[config.mk]
export PLATFORM = sky130hd
export DESIGN_NAME = depop_saturating_accumulator
export DESIGN_NICKNAME = d
export VERILOG_FILES = /design/src/dsa_pkg.sv /design/src/depop_saturating_accumulator.sv /design/src/dsa_lane.sv /design/src/dsa_out_buf.sv
export SDC_FILE = /design/constraint.sdc
export NUM_CORES = 2
export LEC_CHECK = 0
export ABC_CLOCK_PERIOD_IN_PS = 16200
export BUFFER_PORTS_ARGS = -buffer_cell sky130_fd_sc_hd__buf_2
export CORE_UTILIZATION = 55
export DETAILED_ROUTE_END_ITERATION = 10
export PLACE_DENSITY = 0.75
export SYNTH_ARGS = -nofsm -noshare
export SYNTH_HDL_FRONTEND = slang
export SYNTH_SLANG_ARGS = --single-unit
[constraint.sdc]
create_clock -name clk_i -period 16.2 [get_ports clk_i]
set_input_delay 0 -clock clk_i [delete_from_list [all_inputs] [get_ports clk_i]]
set_output_delay 0 -clock clk_i [all_outputs]
set_load 0.01 [all_outputs]
[src/dsa_pkg.sv]
// Package: shared types, constants and lane gating for the depop accumulator.
`timescale 1ns / 1ps

package dsa_pkg;

  localparam int NUM_STUDIOS  = 8;
  localparam int STUDIO_W     = 3;
  localparam int NUM_LANES    = 9;
  localparam int DELTA_W      = 16;
  localparam int SUM_W        = 24;
  localparam int MC_W         = 16;
  localparam int STUDIO_DEPTH = (NUM_STUDIOS < (1 << STUDIO_W)) ? NUM_STUDIOS : (1 << STUDIO_W);
  localparam int IDX_W        = (STUDIO_DEPTH > 1) ? $clog2(STUDIO_DEPTH) : 1;

  localparam logic signed [SUM_W-1:0] SUM_MAX = 24'sh7fffff;
  localparam logic signed [SUM_W-1:0] SUM_MIN = -24'sh7fffff;

  localparam logic [MC_W-1:0] MC_MAIN_SURR = 16'h0004;
  localparam logic [MC_W-1:0] MC_AUX_A     = 16'h0001;
  localparam logic [MC_W-1:0] MC_AUX_A_SUR = 16'h0014;
  localparam logic [MC_W-1:0] MC_AUX_B     = 16'h0012;
  localparam logic [MC_W-1:0] MC_AUX_B_SUR = 16'h0004;

  localparam logic MODE_ADD   = 1'b0;
  localparam logic MODE_CLEAR = 1'b1;

  typedef logic signed [SUM_W-1:0]   sum_t;
  typedef logic signed [DELTA_W-1:0] delta_t;

  typedef struct packed {
    logic             we;
    logic             clr;
    logic             add;
    logic [IDX_W-1:0] idx;
  } lane_ctrl_t;

  typedef struct packed {
    logic [STUDIO_W-1:0]       studio;
    logic [NUM_LANES-1:0][SUM_W-1:0] sums;
  } res_t;

  function automatic logic [NUM_LANES-1:0] lane_enable(input logic [MC_W-1:0] mc);
    logic aux_a;
    logic aux_b;
    logic [NUM_LANES-1:0] en;
    aux_a = (mc & MC_AUX_A) != '0;
    aux_b = (mc & MC_AUX_B) != '0;
    en[0] = 1'b1;
    en[1] = 1'b1;
    en[2] = (mc & MC_MAIN_SURR) != '0;
    en[3] = aux_a;
    en[4] = aux_a;
    en[5] = aux_a && ((mc & MC_AUX_A_SUR) != '0);
    en[6] = aux_b;
    en[7] = aux_b;
    en[8] = aux_b && ((mc & MC_AUX_B_SUR) != '0);
    return en;
  endfunction

endpackage

[src/depop_saturating_accumulator.sv]
// Top level: depop saturating accumulator with nine parallel lanes.
// Usage:
//   Input channel (in_valid_i / in_ready_o) carries one beat per voice-stop
//   or clear event: mode, studio, mixer control and nine 16-bit deltas.
//   Output channel (out_valid_o / out_ready_i) returns one beat per input
//   beat: the studio index and its nine 24-bit sums after the update.
//   Nine lanes, one per sum, each hold that sum for every studio and do a
//   read, saturating add or clear, and write-back in the accept cycle; the result is
//   merged into the output buffer.
//   Throughput: 1 beat per cycle while the output buffer has room.
//   A two-entry output buffer keeps intake running while a result waits;
//   when both entries hold results, in_ready_o drops until the
//   receiver takes a beat.
//   Reset clears all sums to zero and empties the output buffer; no
//   clearing pass is needed, the block accepts beats right after reset.
//   A studio index beyond the studio count changes nothing and reports
//   zero sums.
`timescale 1ns / 1ps

module depop_saturating_accumulator import dsa_pkg::*; (
  input  logic                clk_i,
  input  logic                rst_ni,
  input  logic                in_valid_i,
  output logic                in_ready_o,
  input  logic                mode_i,
  input  logic [STUDIO_W-1:0] studio_i,
  input  logic [MC_W-1:0]     mixer_control_i,
  input  delta_t              delta_left_i,
  input  delta_t              delta_right_i,
  input  delta_t              delta_surround_i,
  input  delta_t              delta_aux_a_left_i,
  input  delta_t              delta_aux_a_right_i,
  input  delta_t              delta_aux_a_surround_i,
  input  delta_t              delta_aux_b_left_i,
  input  delta_t              delta_aux_b_right_i,
  input  delta_t              delta_aux_b_surround_i,
  output logic                out_valid_o,
  input  logic                out_ready_i,
  output logic [STUDIO_W-1:0] studio_out_o,
  output sum_t                sum_left_o,
  output sum_t                sum_right_o,
  output sum_t                sum_surround_o,
  output sum_t                sum_aux_a_left_o,
  output sum_t                sum_aux_a_right_o,
  output sum_t                sum_aux_a_surround_o,
  output sum_t                sum_aux_b_left_o,
  output sum_t                sum_aux_b_right_o,
  output sum_t                sum_aux_b_surround_o
);

  logic                 accept;
  logic                 in_range;
  logic [NUM_LANES-1:0] lane_en;
  delta_t               deltas [NUM_LANES];
  sum_t                 lane_sum [NUM_LANES];
  lane_ctrl_t           lane_ctrl [NUM_LANES];
  res_t                 res_d;
  res_t                 res_o;

  assign accept   = in_valid_i && in_ready_o;
  assign in_range = {1'b0, studio_i} < (STUDIO_W + 1)'(NUM_STUDIOS);
  assign lane_en  = lane_enable(mixer_control_i);

  assign deltas[0] = delta_left_i;
  assign deltas[1] = delta_right_i;
  assign deltas[2] = delta_surround_i;
  assign deltas[3] = delta_aux_a_left_i;
  assign deltas[4] = delta_aux_a_right_i;
  assign deltas[5] = delta_aux_a_surround_i;
  assign deltas[6] = delta_aux_b_left_i;
  assign deltas[7] = delta_aux_b_right_i;
  assign deltas[8] = delta_aux_b_surround_i;

  for (genvar g = 0; g < NUM_LANES; g++) begin : g_lane
    assign lane_ctrl[g].we  = accept && in_range;
    assign lane_ctrl[g].clr = mode_i == MODE_CLEAR;
    assign lane_ctrl[g].add = (mode_i == MODE_ADD) && lane_en[g];
    assign lane_ctrl[g].idx = IDX_W'(studio_i);

    dsa_lane u_lane (
      .clk_i   (clk_i),
      .rst_ni  (rst_ni),
      .ctrl_i  (lane_ctrl[g]),
      .delta_i (deltas[g]),
      .sum_o   (lane_sum[g])
    );

    assign res_d.sums[g] = in_range ? lane_sum[g] : '0;
  end

  assign res_d.studio = studio_i;

  dsa_out_buf u_out_buf (
    .clk_i   (clk_i),
    .rst_ni  (rst_ni),
    .push_i  (accept),
    .data_i  (res_d),
    .ready_o (in_ready_o),
    .valid_o (out_valid_o),
    .ready_i (out_ready_i),
    .data_o  (res_o)
  );

  assign studio_out_o         = res_o.studio;
  assign sum_left_o           = res_o.sums[0];
  assign sum_right_o          = res_o.sums[1];
  assign sum_surround_o       = res_o.sums[2];
  assign sum_aux_a_left_o     = res_o.sums[3];
  assign sum_aux_a_right_o    = res_o.sums[4];
  assign sum_aux_a_surround_o = res_o.sums[5];
  assign sum_aux_b_left_o     = res_o.sums[6];
  assign sum_aux_b_right_o    = res_o.sums[7];
  assign sum_aux_b_surround_o = res_o.sums[8];

  a_accept_gives_out: assert property (@(posedge clk_i) disable iff (!rst_ni)
    accept |=> out_valid_o)
    else $error("accepted beat produced no output");

endmodule

[src/dsa_lane.sv]
// One accumulator lane: per-studio saturating sum with clear.
`timescale 1ns / 1ps

module dsa_lane import dsa_pkg::*; (
  input  logic       clk_i,
  input  logic       rst_ni,
  input  lane_ctrl_t ctrl_i,
  input  delta_t     delta_i,
  output sum_t       sum_o
);

  sum_t                    sums_q [STUDIO_DEPTH];
  sum_t                    rd_sum;
  logic signed [SUM_W:0]   raw;
  sum_t                    sat_sum;
  sum_t                    sum_d;

  assign rd_sum = sums_q[ctrl_i.idx];
  assign raw    = {rd_sum[SUM_W-1], rd_sum}
                + {{(SUM_W + 1 - DELTA_W){delta_i[DELTA_W-1]}}, delta_i};

  always_comb begin
    if (raw > $signed({SUM_MAX[SUM_W-1], SUM_MAX})) begin
      sat_sum = SUM_MAX;
    end else if (raw < $signed({SUM_MIN[SUM_W-1], SUM_MIN})) begin
      sat_sum = SUM_MIN;
    end else begin
      sat_sum = raw[SUM_W-1:0];
    end
  end

  always_comb begin
    if (ctrl_i.clr) begin
      sum_d = '0;
    end else if (ctrl_i.add) begin
      sum_d = sat_sum;
    end else begin
      sum_d = rd_sum;
    end
  end

  assign sum_o = sum_d;

  always_ff @(posedge clk_i or negedge rst_ni) begin
    if (!rst_ni) begin
      for (int i = 0; i < STUDIO_DEPTH; i++) begin
        sums_q[i] <= '0;
      end
    end else if (ctrl_i.we) begin
      sums_q[ctrl_i.idx] <= sum_d;
    end
  end

  a_no_min_code: assert property (@(posedge clk_i) disable iff (!rst_ni)
    ctrl_i.we |-> sum_d != {1'b1, {(SUM_W-1){1'b0}}})
    else $error("lane sum reached the negative full-scale code");

  a_clear_zero: assert property (@(posedge clk_i) disable iff (!rst_ni)
    (ctrl_i.we && ctrl_i.clr) |=> sums_q[$past(ctrl_i.idx)] == '0)
    else $error("cleared studio sum is not zero");

endmodule

[src/dsa_out_buf.sv]
// Two-entry result buffer: output register plus skid stage.
`timescale 1ns / 1ps

module dsa_out_buf import dsa_pkg::*; (
  input  logic clk_i,
  input  logic rst_ni,
  input  logic push_i,
  input  res_t data_i,
  output logic ready_o,
  output logic valid_o,
  input  logic ready_i,
  output res_t data_o
);

  logic out_valid_q;
  logic skid_valid_q;
  res_t out_q;
  res_t skid_q;
  logic out_fire;

  assign out_fire = out_valid_q && ready_i;
  assign ready_o  = !skid_valid_q;
  assign valid_o  = out_valid_q;
  assign data_o   = out_q;

  always_ff @(posedge clk_i or negedge rst_ni) begin
    if (!rst_ni) begin
      out_valid_q  <= 1'b0;
      skid_valid_q <= 1'b0;
    end else if (skid_valid_q) begin
      if (out_fire) begin
        skid_valid_q <= 1'b0;
      end
    end else if (push_i) begin
      if (!out_valid_q || out_fire) begin
        out_valid_q <= 1'b1;
      end else begin
        skid_valid_q <= 1'b1;
      end
    end else if (out_fire) begin
      out_valid_q <= 1'b0;
    end
  end

  always_ff @(posedge clk_i) begin
    if (skid_valid_q) begin
      if (out_fire) begin
        out_q <= skid_q;
      end
    end else if (push_i) begin
      if (!out_valid_q || out_fire) begin
        out_q <= data_i;
      end else begin
        skid_q <= data_i;
      end
    end
  end

  a_skid_implies_out: assert property (@(posedge clk_i) disable iff (!rst_ni)
    skid_valid_q |-> out_valid_q)
    else $error("skid beat held while output register empty");

  a_no_push_full: assert property (@(posedge clk_i) disable iff (!rst_ni)
    push_i |-> !skid_valid_q)
    else $error("beat pushed into full result buffer");

endmodule
==> impl_metrics.toml <==
[global_route]
grt_pass1_wl_mm = 509
gr-total-overflow = 0
grtUsageTotal = 0.343
grt_pass1_vias = 85000
antenna_found_initial = 10
grt_max_degree = 199

[setup_path]
max_stage_delay_ps = 890
slowest_stage = "xnor2_1"
critical_path.max_fanout = 47
crit_type = "input pin to flop"
end_kind = "flop"
cp_cell_sequence = "dlygate4sd3_1 > buf_2 > nor2b_1 > nor2b_4 > buf_4 > buf_4 > buf_4 > a22oi_1 > nand4_1 > ha_1 > inv_1 > fa_1 > nor2b_1 > o31a_1 > o21ai_0 > a21oi_1 > a21oi_1 > xnor2_1 > nor4_2 > a41oi_4 > o2bb2ai_2 > nor2_1 > dlygate4sd3_1"
critPathArrivalTime_ps = 8250
critPathLaunchType = "input pin"
worstPathRequired_ps = 16830
cpLargestDelayFamily = "buffers and inverters"
r2r_slack_ps = 10530
crit_top_cell = "buf_4"
path_buf_inv = 7

[place]
placed_cell_area_um2 = 108000
gp_congestion = 0.961
port-buffer-count = 376
placed_cells = 13200
hpwl_mm = 203

[clock_tree]
path_clk_slew_ps = 60
numCtsBuffers = 215
clock_latency_ps = 880
cts_tree = "built"
cts_max_path_buffers = 3
ctsRootBufferMaster = "clkbuf_16"
cts_max_level = 4
cts_resized = 0
clock-sinks = 2168

[timing]
finalSetupViolCount = 0
tns_ps = 0
max_freq_mhz = 131
slew_headroom = 0.167
period_minus_slack_ps = 7620
hold_violations = 0
slew_viol_final = 0
fin_skew_ps = 29.0
fin_crit_sh = 0.471
rsz0062_at_grt = "false"
tightest_slew_ps = 1250

[cells_and_area]
nets = 11400
layout.cells.non_filler = 13600
drive_above_1_share = 0.0938
layout.cells.most_common_list = "nand2_1, dfrtp_1, o21ai_0"
area_growth_pct = 10.6
final_common_cell = "nand2_1"
stdcell_area_um2 = 115000
fin_util = 0.613
nFillCells = 15500

[pwr]
ir_drop_mv = 0.155
power.density_nw_per_um2 = 201
p_leak_nw = 50.3

[run]
maxCapViolCount = 0

[yosys]
synth_top_area_frac = 0.415
yosysTopAreaCell = "dfrtp_1"
synth-seq-cells = 2168
synth_ff_type = "dfrtp_1"
yosys-top-cells-area = "dfrtp_1, edfxtp_1, o21ai_0, nand2_1, a22oi_1"
synth_edf_count = 438
synthCells = 11000
synth_warnings = 0
syn_avg_cell_area_um2 = 9.49
yosysSeqAreaShare = 0.541
yosysUniqueCellTypes = 105
synthArstFlopShare = 0.798
syn_nets = 11400
syn_area_um2 = 104000

[route]
ant_nets = 0
drt_pass1_iterations = 10
route.detailed.wl_per_inst_um = 24.3
vias_per_cell = 6.46
dr_total_vias = 88100
wirelength_mm = 332
drc = 60
drt_iter0_drc = 9619

[floorplan]
fp.dieH_um = 437
die_x_um = 437
die_area_um2 = 191000
io_pins = 389
core_um2 = 188000
fp-row-count = 159
initial_core_util = 0.555

[status]
violations = "DRC"
outcome = "finished, violations left"

[min_path]
hold_class = "input pin to flop"
-- through the flow --
step	power (mW)	hold WS (ps)	setup WS, ps
2_1_floorplan	15.0	-296	3580
3_3_place_gp	17.4	64.8	8840
3_5_place_dp	17.8	74.8	8700
4_1_cts	23.0	0.0764	8800
5_1_grt	24.5	75.0	8410
6_report	23.1	50.9	8580
-- cell families after synthesis --
kind of cell	count (synthesis)	synth area share
AOI/OAI and AO/OA	4026	0.239
xor gates and xnor gates	134	0.0113
adders and majority gates	235	0.0286
buffers and inverters	1125	0.0417
DFF	2168	0.541
muxes	16	0.00173
and+or+nand+nor	3286	0.136
-- registers in the layout (all words and copies together), names as in the netlist --
name and flops:
u_out_buf.skid_valid_q 1, u_out_buf.valid_o 1, u_out_buf.skid_q 219, g_lane.u_lane.sums_q 1728, u_out_buf.data_o 219
-- tightest hold or removal path, stage by stage --
cell and delay (ps):
buf_2 110, ha_1 160, and4b_1 380, o21ai_0 220
-- path summary, 6_finish.rpt --
path / from / endpoint / cells past startpoint
hold reg to reg: g_lane[3].u_lane.sums_q[104]$_DFFE_PN0P_ / g_lane[3].u_lane.sums_q[104]$_DFFE_PN0P_ / 2
hold / removal: delta_surround_i[0] / g_lane[2].u_lane.sums_q[144]$_DFFE_PN0P_ / 4
min in group asynchronous: rst_ni / g_lane[2].u_lane.sums_q[102]$_DFFE_PN0P_ / 4
setup / recovery: studio_i[2] / u_out_buf.skid_q[0]$_DFFE_PP_ / 23
max in group asynchronous: rst_ni / g_lane[1].u_lane.sums_q[162]$_DFFE_PN0P_ / 7
setup reg to reg: g_lane[2].u_lane.sums_q[48]$_DFFE_PN0P_ / u_out_buf.data_o[57]$_DFFE_PP_ / 15
-- area by class of cell --
type                            instances  area (µm²)  area share
Clock buffer                          309        6260      0.0543
Sequential cell                      2168       56400       0.490
Inverter                              318        1190      0.0104
Timing Repair Buffer                  560        3520      0.0305
Clock inverter                         95        1110     0.00964
Tap cell                             2495        3120      0.0271
Antenna cell                            3        7.51   0.0000651
Multi-Input combinational cell       7697       43600       0.378
-- what timing repair did --
item / in CTS / in global routing
setup buffers: 0 / 0
hold endpoints to repair: 517 / 0
endpoints found under the setup margin: 0 / 0
hold buffers: 33 / 0
-- report_power, final --
group          internal, mW  switching [mW]
clock network          2.97            2.21
logic                  2.86            5.83
registers              8.08            1.17
total                  13.9            9.22
-- metal layers --
layer,vias up,wire length (µm),GRT usage
li1,39500,-,-
met1,43300,137000,0.483
met2,4590,148000,0.524
met3,749,34600,0.0708
met4,8,12800,0.127
met5,-,52,0
-- Yosys cell counts (33+ instances only) --
library cell	count
xnor2_1	78
nor2b_1	33
o211ai_1	75
a22o_1	48
a22oi_1	812
ha_1	216
dfrtp_1	1730
o31ai_1	38
a31oi_1	58
a211oi_1	54
or3_1	46
a21o_1	99
nand2b_1	34
nand3_1	64
clkbuf_1	677
nand4_1	195
o21a_1	48
buf_1	60
xor2_1	55
a221oi_1	41
nor3_1	72
o21ai_0	1719
nand2_1	1886
o21ai_1	105
a21oi_1	580
and2_1	48
and4_1	33
nor2_1	693
edfxtp_1	438
buf_2	59
inv_1	315
and3_1	64
Power figures use the tool's default switching activity.
